File: src/design/x86il_pkg.sv
// Shared types and constants for the 16-bit x86 instruction length decoder.
package x86il_pkg;

    // Longest instruction the decoder collects, in bytes
    localparam logic [2:0] MAX_INSTR_BYTES = 3'd6;

    // Record status codes
    localparam logic [1:0] ST_OK    = 2'd0;
    localparam logic [1:0] ST_UNREC = 2'd1;
    localparam logic [1:0] ST_TRUNC = 2'd2;

    // Group opcodes that carry a sub-operation in the reg field
    typedef enum logic [1:0] {
        GRP_NONE,
        GRP_SHIFT,
        GRP_F6,
        GRP_FF
    } t_group;

    // Shape of an instruction as told by its opcode byte
    typedef struct packed {
        logic       bad;
        logic       modrm;
        logic [2:0] fixed_len;
        logic [1:0] imm_len;
        logic       imm_sext;
        logic       jump;
        logic       wide;
        t_group     group;
    } t_form;

    // One output record
    typedef struct packed {
        logic [15:0]        start_offset;
        logic [7:0]         opcode;
        logic [2:0]         length;
        logic [1:0]         status;
        logic               has_modrm;
        logic [1:0]         mode_bits;
        logic [2:0]         reg_bits;
        logic [2:0]         rm_bits;
        logic               wide;
        logic signed [15:0] displacement;
        logic [15:0]        immediate;
    } t_record;

endpackage

File: src/design/x86il_form.sv
// Opcode classifier: length, operand and group information for one opcode byte.
module x86il_form (
    input  logic [7:0]       i_opcode,
    output x86il_pkg::t_form o_form
);

    logic [3:0] w_hi;
    logic [3:0] w_lo;
    logic       w_w;
    logic       w_wb;

    assign w_hi = i_opcode[7:4];
    assign w_lo = i_opcode[3:0];
    assign w_w  = i_opcode[0];
    assign w_wb = i_opcode[3];

    // Decode the opcode map
    always_comb begin
        o_form           = '0;
        o_form.bad       = 1'b1;
        o_form.group     = x86il_pkg::GRP_NONE;
        unique case (w_hi) inside
            [4'h0:4'h3]: begin
                if (i_opcode[2:0] < 3'd4) begin
                    o_form.bad   = 1'b0;
                    o_form.modrm = 1'b1;
                    o_form.wide  = w_w;
                end else if (i_opcode[2:0] < 3'd6) begin
                    o_form.bad       = 1'b0;
                    o_form.fixed_len = 3'd2 + {2'b00, w_w};
                    o_form.imm_len   = 2'd1 + {1'b0, w_w};
                    o_form.imm_sext  = 1'b1;
                    o_form.wide      = w_w;
                end else if (!((i_opcode[5] && !i_opcode[0]) || i_opcode == 8'h0f)) begin
                    o_form.bad       = 1'b0;
                    o_form.fixed_len = 3'd1;
                    o_form.wide      = !(i_opcode[5] && i_opcode[0]);
                end
            end
            [4'h4:4'h5]: begin
                o_form.bad       = 1'b0;
                o_form.fixed_len = 3'd1;
                o_form.wide      = 1'b1;
            end
            4'h6: begin
                o_form.bad = 1'b1;
            end
            4'h7: begin
                o_form.bad       = 1'b0;
                o_form.fixed_len = 3'd2;
                o_form.jump      = 1'b1;
            end
            4'h8: begin
                o_form.bad   = 1'b0;
                o_form.modrm = 1'b1;
                if (w_lo < 4'd4) begin
                    o_form.imm_len  = i_opcode[1] ? 2'd1 : 2'd1 + {1'b0, w_w};
                    o_form.imm_sext = i_opcode[1];
                    o_form.wide     = w_w;
                end else if (w_lo < 4'd12) begin
                    o_form.wide = w_w;
                end else begin
                    o_form.wide = 1'b1;
                end
            end
            4'h9: begin
                if (w_lo != 4'd10) begin
                    o_form.bad       = 1'b0;
                    o_form.fixed_len = 3'd1;
                    o_form.wide      = (w_lo < 4'd8);
                end
            end
            4'ha: begin
                o_form.bad  = 1'b0;
                o_form.wide = w_w;
                case (i_opcode[3:1]) inside
                    3'd0, 3'd1: begin
                        o_form.fixed_len = 3'd3;
                        o_form.imm_len   = 2'd2;
                    end
                    3'd4: begin
                        o_form.fixed_len = 3'd2 + {2'b00, w_w};
                        o_form.imm_len   = 2'd1 + {1'b0, w_w};
                    end
                    default: begin
                        o_form.fixed_len = 3'd1;
                    end
                endcase
            end
            4'hb: begin
                o_form.bad       = 1'b0;
                o_form.fixed_len = 3'd2 + {2'b00, w_wb};
                o_form.imm_len   = 2'd1 + {1'b0, w_wb};
                o_form.imm_sext  = 1'b1;
                o_form.wide      = w_wb;
            end
            4'hc: begin
                case (w_lo) inside
                    4'd2, 4'd10: begin
                        o_form.bad       = 1'b0;
                        o_form.fixed_len = 3'd3;
                        o_form.imm_len   = 2'd2;
                        o_form.wide      = 1'b1;
                    end
                    4'd3, 4'd11, 4'd12, 4'd14, 4'd15: begin
                        o_form.bad       = 1'b0;
                        o_form.fixed_len = 3'd1;
                    end
                    4'd4, 4'd5: begin
                        o_form.bad   = 1'b0;
                        o_form.modrm = 1'b1;
                        o_form.wide  = 1'b1;
                    end
                    4'd6: begin
                        o_form.bad      = 1'b0;
                        o_form.modrm    = 1'b1;
                        o_form.imm_len  = 2'd1;
                        o_form.imm_sext = 1'b1;
                    end
                    4'd7: begin
                        o_form.bad     = 1'b0;
                        o_form.modrm   = 1'b1;
                        o_form.imm_len = 2'd2;
                        o_form.wide    = 1'b1;
                    end
                    4'd13: begin
                        o_form.bad       = 1'b0;
                        o_form.fixed_len = 3'd2;
                        o_form.imm_len   = 2'd1;
                    end
                    default: begin
                        o_form.bad = 1'b1;
                    end
                endcase
            end
            4'hd: begin
                if (w_lo < 4'd4) begin
                    o_form.bad   = 1'b0;
                    o_form.modrm = 1'b1;
                    o_form.wide  = w_w;
                    o_form.group = x86il_pkg::GRP_SHIFT;
                end else if (w_lo == 4'd4 || w_lo == 4'd5) begin
                    o_form.bad       = 1'b0;
                    o_form.fixed_len = 3'd2;
                    o_form.imm_len   = 2'd1;
                end else if (w_lo == 4'd7) begin
                    o_form.bad       = 1'b0;
                    o_form.fixed_len = 3'd1;
                end
            end
            4'he: begin
                if (w_lo < 4'd4) begin
                    o_form.bad       = 1'b0;
                    o_form.fixed_len = 3'd2;
                    o_form.jump      = 1'b1;
                end else if (w_lo < 4'd8) begin
                    o_form.bad       = 1'b0;
                    o_form.fixed_len = 3'd2;
                    o_form.imm_len   = 2'd1;
                    o_form.wide      = w_w;
                end else if (w_lo >= 4'd12) begin
                    o_form.bad       = 1'b0;
                    o_form.fixed_len = 3'd1;
                    o_form.wide      = w_w;
                end
            end
            default: begin
                case (w_lo) inside
                    4'd1: begin
                        o_form.bad = 1'b1;
                    end
                    4'd6, 4'd7: begin
                        o_form.bad   = 1'b0;
                        o_form.modrm = 1'b1;
                        o_form.wide  = w_w;
                        o_form.group = x86il_pkg::GRP_F6;
                    end
                    4'd14: begin
                        o_form.bad   = 1'b0;
                        o_form.modrm = 1'b1;
                    end
                    4'd15: begin
                        o_form.bad   = 1'b0;
                        o_form.modrm = 1'b1;
                        o_form.wide  = 1'b1;
                        o_form.group = x86il_pkg::GRP_FF;
                    end
                    default: begin
                        o_form.bad       = 1'b0;
                        o_form.fixed_len = 3'd1;
                    end
                endcase
            end
        endcase
    end

endmodule

File: src/design/x86il_core.sv
// Byte collector: holds the bytes of one instruction and builds its record.
module x86il_core #(
    parameter int OFFSET_BITS = 16
) (
    input  logic                 i_clk,
    input  logic                 i_rst_n,
    input  logic                 i_go,
    input  logic [7:0]           i_byte,
    input  logic                 i_eos,
    output logic                 o_res_valid,
    output x86il_pkg::t_record   o_rec
);

    logic [2:0]             r_cnt;
    logic [OFFSET_BITS-1:0] r_offset;
    logic                   r_stopped;
    logic [7:0]             r_prev;
    logic [7:0]             r_held [4];

    x86il_pkg::t_form       w_f;
    logic [7:0]             w_op;
    logic [7:0]             w_mb;
    logic [7:0]             w_b2;
    logic [7:0]             w_b3;
    logic [7:0]             w_jmp;
    logic [2:0]             w_cnt_new;
    logic [2:0]             w_need;
    logic [1:0]             w_dlen;
    logic [1:0]             w_imm_len;
    logic                   w_have_m;
    logic [1:0]             w_mod;
    logic [2:0]             w_reg;
    logic [2:0]             w_rm;
    logic                   w_bad;
    logic                   w_ok;
    logic [15:0]            w_disp;
    logic [15:0]            w_imm;
    logic [OFFSET_BITS-1:0] w_start;

    // Merge the incoming byte into the fixed byte positions
    assign w_op      = (r_cnt == 3'd0) ? i_byte : r_held[0];
    assign w_mb      = (r_cnt == 3'd1) ? i_byte : r_held[1];
    assign w_b2      = (r_cnt == 3'd2) ? i_byte : r_held[2];
    assign w_b3      = (r_cnt == 3'd3) ? i_byte : r_held[3];
    assign w_jmp     = w_mb + 8'd2;
    assign w_cnt_new = r_cnt + 3'd1;
    assign w_start   = r_offset - OFFSET_BITS'(r_cnt);

    x86il_form u_form (
        .i_opcode (w_op),
        .o_form   (w_f)
    );

    // Work out the needed length and whether the instruction ends here
    always_comb begin
        w_have_m  = 1'b0;
        w_mod     = 2'd0;
        w_reg     = 3'd0;
        w_rm      = 3'd0;
        w_need    = 3'd0;
        w_bad     = 1'b0;
        w_dlen    = 2'd0;
        w_imm_len = w_f.imm_len;
        if (w_f.bad) begin
            w_bad = 1'b1;
        end else if (!w_f.modrm) begin
            w_need = w_f.fixed_len;
        end else if (w_cnt_new >= 3'd2) begin
            w_have_m = 1'b1;
            w_mod    = w_mb[7:6];
            w_reg    = w_mb[5:3];
            w_rm     = w_mb[2:0];
            if (w_mod == 2'd1) begin
                w_dlen = 2'd1;
            end else if (w_mod == 2'd2 || (w_mod == 2'd0 && w_rm == 3'd6)) begin
                w_dlen = 2'd2;
            end
            if ((w_f.group == x86il_pkg::GRP_SHIFT && w_reg == 3'd6) ||
                (w_f.group == x86il_pkg::GRP_F6 && w_reg == 3'd1) ||
                (w_f.group == x86il_pkg::GRP_FF && w_reg == 3'd7)) begin
                w_bad = 1'b1;
            end else begin
                if (w_f.group == x86il_pkg::GRP_F6) begin
                    w_imm_len = (w_reg == 3'd0) ? 2'd1 + {1'b0, w_f.wide} : 2'd0;
                end
                w_need = 3'd2 + {1'b0, w_dlen} + {1'b0, w_imm_len};
            end
        end
        w_ok = !w_bad && (w_need != 3'd0) && (w_cnt_new >= w_need);
    end

    // Pick displacement and immediate; the immediate is always the last bytes
    always_comb begin
        w_disp = 16'd0;
        w_imm  = 16'd0;
        if (w_ok) begin
            if (w_f.modrm) begin
                if (w_dlen == 2'd1) begin
                    w_disp = {{8{w_b2[7]}}, w_b2};
                end else if (w_dlen == 2'd2) begin
                    w_disp = {w_b3, w_b2};
                end
            end else if (w_f.jump) begin
                w_disp = {{8{w_jmp[7]}}, w_jmp};
            end
            if (w_imm_len == 2'd1) begin
                w_imm = w_f.imm_sext ? {{8{i_byte[7]}}, i_byte} : {8'h00, i_byte};
            end else if (w_imm_len == 2'd2) begin
                w_imm = {i_byte, r_prev};
            end
        end
    end

    // Build the record
    assign o_res_valid = i_go && !r_stopped && (w_bad || w_ok || i_eos);

    always_comb begin
        o_rec.start_offset = 16'(w_start);
        o_rec.opcode       = w_op;
        o_rec.length       = w_cnt_new;
        o_rec.status       = w_bad ? x86il_pkg::ST_UNREC :
                             (w_ok ? x86il_pkg::ST_OK : x86il_pkg::ST_TRUNC);
        o_rec.has_modrm    = w_have_m;
        o_rec.mode_bits    = w_mod;
        o_rec.reg_bits     = w_reg;
        o_rec.rm_bits      = w_rm;
        o_rec.wide         = w_f.wide;
        o_rec.displacement = w_disp;
        o_rec.immediate    = w_imm;
    end

    // Advance the collection state by one byte
    always_ff @(posedge i_clk) begin
        if (!i_rst_n) begin
            r_cnt     <= 3'd0;
            r_offset  <= '0;
            r_stopped <= 1'b0;
        end else if (i_go) begin
            if (r_stopped) begin
                r_cnt <= 3'd0;
                if (i_eos) begin
                    r_stopped <= 1'b0;
                    r_offset  <= '0;
                end else begin
                    r_offset <= r_offset + OFFSET_BITS'(1);
                end
            end else if (o_res_valid) begin
                r_cnt <= 3'd0;
                if (i_eos) begin
                    r_offset  <= '0;
                    r_stopped <= 1'b0;
                end else begin
                    r_offset  <= r_offset + OFFSET_BITS'(1);
                    r_stopped <= !w_ok;
                end
            end else begin
                r_cnt    <= w_cnt_new;
                r_offset <= r_offset + OFFSET_BITS'(1);
            end
        end
    end

    // Hold the instruction bytes; no reset needed
    always_ff @(posedge i_clk) begin
        if (i_go && !r_stopped) begin
            r_prev <= i_byte;
            for (int k = 0; k < 4; k++) begin
                if (r_cnt == 3'(k)) begin
                    r_held[k] <= i_byte;
                end
            end
        end
    end

endmodule

File: src/design/x86_16bit_instruction_length_decoder.sv
// A byte's record passes through the input register and then the result register.
// One byte per cycle unless stalled; at most one record per byte, held during a stall.
// The input register advances whenever the result register is free or being taken.
// Reset (synchronous, active low) clears both valid flags, the byte count, the stream
// offset and the stopped flag; held instruction bytes are not cleared.
module x86_16bit_instruction_length_decoder #(
    parameter int OFFSET_BITS = 16
) (
    input  logic               i_clk,
    input  logic               i_rst_n,
    input  logic               i_valid,
    output logic               o_stall,
    input  logic [7:0]         i_byte_value,
    input  logic               i_end_of_stream,
    output logic               o_valid,
    input  logic               i_stall,
    output logic [15:0]        o_start_offset,
    output logic [7:0]         o_opcode,
    output logic [2:0]         o_length,
    output logic [1:0]         o_status,
    output logic               o_has_modrm,
    output logic [1:0]         o_mode_bits,
    output logic [2:0]         o_reg_bits,
    output logic [2:0]         o_rm_bits,
    output logic               o_wide,
    output logic signed [15:0] o_displacement,
    output logic [15:0]        o_immediate
);

    logic               r_in_valid;
    logic [7:0]         r_in_byte;
    logic               r_in_eos;
    logic               r_out_valid;
    x86il_pkg::t_record r_out_rec;

    logic               w_adv;
    logic               w_go;
    logic               w_res_valid;
    x86il_pkg::t_record w_rec;

    assign w_adv   = !r_out_valid || !i_stall;
    assign w_go    = r_in_valid && w_adv;
    assign o_stall = r_in_valid && !w_adv;

    // Take a word whenever the input register is free or moving on
    always_ff @(posedge i_clk) begin
        if (!i_rst_n) begin
            r_in_valid <= 1'b0;
        end else if (!o_stall) begin
            r_in_valid <= i_valid;
        end
    end

    always_ff @(posedge i_clk) begin
        if (i_valid && !o_stall) begin
            r_in_byte <= i_byte_value;
            r_in_eos  <= i_end_of_stream;
        end
    end

    x86il_core #(
        .OFFSET_BITS (OFFSET_BITS)
    ) u_core (
        .i_clk       (i_clk),
        .i_rst_n     (i_rst_n),
        .i_go        (w_go),
        .i_byte      (r_in_byte),
        .i_eos       (r_in_eos),
        .o_res_valid (w_res_valid),
        .o_rec       (w_rec)
    );

    // Load the result register when it is free or being taken
    always_ff @(posedge i_clk) begin
        if (!i_rst_n) begin
            r_out_valid <= 1'b0;
        end else if (w_adv) begin
            r_out_valid <= w_go && w_res_valid;
        end
    end

    always_ff @(posedge i_clk) begin
        if (w_go && w_res_valid) begin
            r_out_rec <= w_rec;
        end
    end

    assign o_valid        = r_out_valid;
    assign o_start_offset = r_out_rec.start_offset;
    assign o_opcode       = r_out_rec.opcode;
    assign o_length       = r_out_rec.length;
    assign o_status       = r_out_rec.status;
    assign o_has_modrm    = r_out_rec.has_modrm;
    assign o_mode_bits    = r_out_rec.mode_bits;
    assign o_reg_bits     = r_out_rec.reg_bits;
    assign o_rm_bits      = r_out_rec.rm_bits;
    assign o_wide         = r_out_rec.wide;
    assign o_displacement = r_out_rec.displacement;
    assign o_immediate    = r_out_rec.immediate;

    // Record length stays within one instruction
    a_length_range: assert property (@(posedge i_clk) disable iff (!i_rst_n)
        o_valid |-> (o_length != 3'd0 && o_length <= x86il_pkg::MAX_INSTR_BYTES))
        else $error("record length out of range");

    // A record carrying a mod-reg-rm byte spans at least two bytes
    a_modrm_len: assert property (@(posedge i_clk) disable iff (!i_rst_n)
        (o_valid && o_has_modrm) |-> (o_length >= 3'd2))
        else $error("mod-reg-rm record shorter than two bytes");

    // Error records carry no displacement and no immediate
    a_err_operands: assert property (@(posedge i_clk) disable iff (!i_rst_n)
        (o_valid && o_status != x86il_pkg::ST_OK) |-> (o_displacement == 16'sd0 &&
            o_immediate == 16'd0))
        else $error("error record with operand data");

    // Status is one of the three defined codes
    a_status_code: assert property (@(posedge i_clk) disable iff (!i_rst_n)
        o_valid |-> (o_status == x86il_pkg::ST_OK || o_status == x86il_pkg::ST_UNREC ||
            o_status == x86il_pkg::ST_TRUNC))
        else $error("undefined status code");

endmodule

File: config.mk
export PLATFORM = sky130hd
export DESIGN_NAME = x86_16bit_instruction_length_decoder
export DESIGN_NICKNAME = d
export VERILOG_FILES = /design/src/design/x86il_pkg.sv /design/src/design/x86il_form.sv /design/src/design/x86il_core.sv /design/src/design/x86_16bit_instruction_length_decoder.sv
export SDC_FILE = /design/constraint.sdc
export NUM_CORES = 1
export LEC_CHECK = 0
export ABC_AREA = 1
export ABC_CLOCK_PERIOD_IN_PS = 9200
export BUFFER_PORTS_ARGS = -buffer_cell sky130_fd_sc_hd__buf_2
export CORE_UTILIZATION = 40
export DETAILED_ROUTE_END_ITERATION = 8
export GPL_TIMING_DRIVEN = 0
export PLACE_DENSITY_LB_ADDON = 0.25
export RECOVER_POWER = 100
export SKIP_LAST_GASP = 1
export SLEW_MARGIN = 15
export SYNTH_ARGS = -nofsm -noshare
export SYNTH_HDL_FRONTEND = slang
export SYNTH_HIERARCHICAL = 1
export SYNTH_SLANG_ARGS = --single-unit
File: constraint.sdc
create_clock -name i_clk -period 9.2 [get_ports i_clk]
set_clock_uncertainty 0.05 [all_clocks]
set_input_delay 0.46 -clock i_clk [delete_from_list [all_inputs] [get_ports i_clk]]
set_output_delay 0.46 -clock i_clk [all_outputs]
set_load 0.01 [all_outputs]
==> impl_metrics.toml <==
[critical_path]
start_kind = "flip-flop"
path_buf_inv = 14
crit_path_frequent_cell = "inv_1"
required_ns = 9.28
cpLargestDelayFamily = "simple AND/OR/NAND/NOR gates"
slowest_stage = "o21ai_0"
critPathArrivalTime_ns = 7.79
slowest_delay_ns = 0.96
critPathCaptureType = "flip-flop"
critPathMaxFanout = 17
worstSetupPathType = "flip-flop to flip-flop"

[cells_and_area]
design_area_mm2 = 0.00861
diodes = 0
areaGrowthSynthToFinish_pct = 17.8
drive_above_1_share_pct = 12.5
nets = 923

[timing]
min_period_ns = 7.71
report.final.slew_viol_count = 0
fmax_mhz = 130
worst_pin_slew_ns = 1.42
finalCritPeriodShare_pct = 83.8
finalHoldViolCount = 0
finalSetupViolCount = 0
rsz0062_at_grt = "false"
slew_headroom_pct = 4.53

[floorplanning]
die-area_mm2 = 0.0188
ios = 86
core_area_mm2 = 0.0180
start_util_pct = 40.7
rows = 49
fp.dieW_um = 137
fp.dieH_um = 137

[power_and_ir_drop]
internal-power_mw = 1.20
power_frac_clock_pct = 41.5
power_switching_share_pct = 28.8
seqPwrFrac_pct = 43.7
comb_power_share_pct = 14.8
vdd_drop_max_v = 0.000151
netSwitchingPower_uw = 484
p_leak_nw = 3.40
p_per_area_mw_per_mm2 = 195
total_power_mw = 1.68

[clocking]
cts_buffers = 17
post_cts_resize_count = 0
cts_root_buffer = "clkbuf_16"
cts.sink_count = 142
ctsLongestPathBuffers = 2
htreeDepth = 4
cts_tree = "built"
insertion_delay_ns = 0.42
postCtsSetupRepairBufs = 0
postCtsHoldBufs = 0
path_clk_slew_ns = 0.06

[global_routing]
antenna_found_initial = 0
grt_max_degree = 20
grt_use_total_pct = 19.1
grt_pass1_wl_um = 26600
grt-ovfl-total = 0
grt_pass1_vias = 5169

[placement]
hpwlAfterDp_um = 12700
place_area_mm2 = 0.00812
routabilityCongestion = 0.890
io_buffers = 85

[route]
routed_via_density = 5.03
firstDrtPassIters = 5
wl_per_cell_um = 15.3
wirelength_um = 17400
postRouteAntennaNets = 0
drc = 0
vias = 5710
drt_iter0_drc = 358

[yosys]
yosysTopAreaCellShare_pct = 49.3
synth_area_mm2 = 0.00731
synthTopCellsByCount = "147 x nand2_1, 120 x edfxtp_1, 91 x nor2_1"
yosys_register_bits = 142
ys_types = 46
synth_seq_area_share_pct = 55.3
ys_async_sr_fraction_pct = 0
synthMostInstantiatedCell = "nand2_1"
yosys_warnings = 6
synth_edf_count = 120
yosys.area.top_type = "edfxtp_1"
synth_ff_type = "edfxtp_1"
syn_inst = 785
synth.area.top_cells = "edfxtp_1 49%, nand2_1 7.5%, dfxtp_1 6.0%, nor2_1 4.7%, inv_1 4.6%"
synth.avg_cell_area_um2 = 9.31
syn-num-nets = 815

[run]
max-cap-violations = 0

[run_status]
status = "completed"

[min_path]
worstHoldPathType = "input pin to flip-flop"
## layout make-up
cell class                      instances  area [um2]
Multi-Input combinational cell        519        2740
Timing Repair Buffer                   89         419
Fill cell                            1726        9350
Buffer                                 19         115
Clock buffer                           20         500
Inverter                              105         397
Sequential cell                       142        4040
Tap cell                              229         287
Clock inverter                         12         109
## placed cells by master (no fill, tap or decap), drive strengths merged, types with 8 or more instances in the layout
| master | count |
|---|---|
| o21ai | 44 |
| clkbuf | 103 |
| nand3 | 56 |
| inv | 113 |
| ha | 16 |
| xor2 | 8 |
| nand4 | 11 |
| a21oi | 51 |
| dfxtp | 22 |
| o211ai | 10 |
| nor3 | 32 |
| edfxtp | 120 |
| nand2 | 166 |
| buf | 25 |
| nor2 | 103 |
## cells by family (layout without fill, tap and decap cells)
kind of cell	after synthesis	count (layout)	synth area share, %
AOI/OAI and AO/OA	116	116	9.29
xor gates and xnor gates	12	12	1.44
adders and majority gates	17	17	3.01
buffers and inverters	124	245	7.10
DFF	142	142	55.3
muxes	2	2	0.291
other	1	1	0.0513
and+or+nand+nor	371	371	23.5
## state kept, by name (all words and copies together) (netlist names), 2 cells and up
signal,flops
o_displacement,16
o_immediate,16
o_length,3
o_mode_bits,2
o_opcode,8
o_reg_bits,3
o_rm_bits,3
o_start_offset,16
o_status,2
r_in_byte,8
u_core/r_cnt,3
u_core/r_held,32
u_core/r_offset,16
u_core/r_prev,8
## stage by stage
step | setup TNS (ns) | hold WS, ns | worst slack, ns | instances | utilization (%)
2_1_floorplan | 0 | 0.380 | 1.51 | 785 | -
3_3_place_gp | -71.54 | 0.390 | -1.02 | 1099 | 44.7
3_5_place_dp | 0 | 0.400 | 2.08 | 1103 | 45.2
4_1_cts | 0 | 0.142 | 2.00 | 1135 | 48.6
5_1_grt | 0 | 0.148 | 0.802 | 1135 | 47.9
6_report | 0 | 0.164 | 1.49 | 1135 | 47.9
## final timing paths
check | depth (start not counted) | startpoint | slack (ns) | endpoint
worst min register to register | 2 | u_core/r_stopped | 0.41 | u_core/r_stopped
worst max register to register | 35 | u_core/r_cnt[2] | 1.49 | o_immediate[14]
worst max-delay path | 35 | u_core/r_cnt[2] | 1.49 | o_immediate[14]
worst min-delay path | 1 | i_end_of_stream | 0.16 | r_in_eos
## power groups by stage
stage	combinational [mW]	sequential (mW)	clock [mW]
after floorplan	0.174	0.750	0
after global placement	0.249	0.750	0
after detailed placement	0.253	0.749	0
after CTS	0.255	0.735	0.714
after global routing	0.278	0.737	0.738
final	0.249	0.735	0.698
## per-layer routing
layer | GRT usage (%) | part of all wire, %
met5 | 0 | 0
met4 | 9.16 | 3.0
met3 | 3.97 | 4.3
met2 | 28.7 | 45
met1 | 26.2 | 48
(Power assumes the default switching activity.)
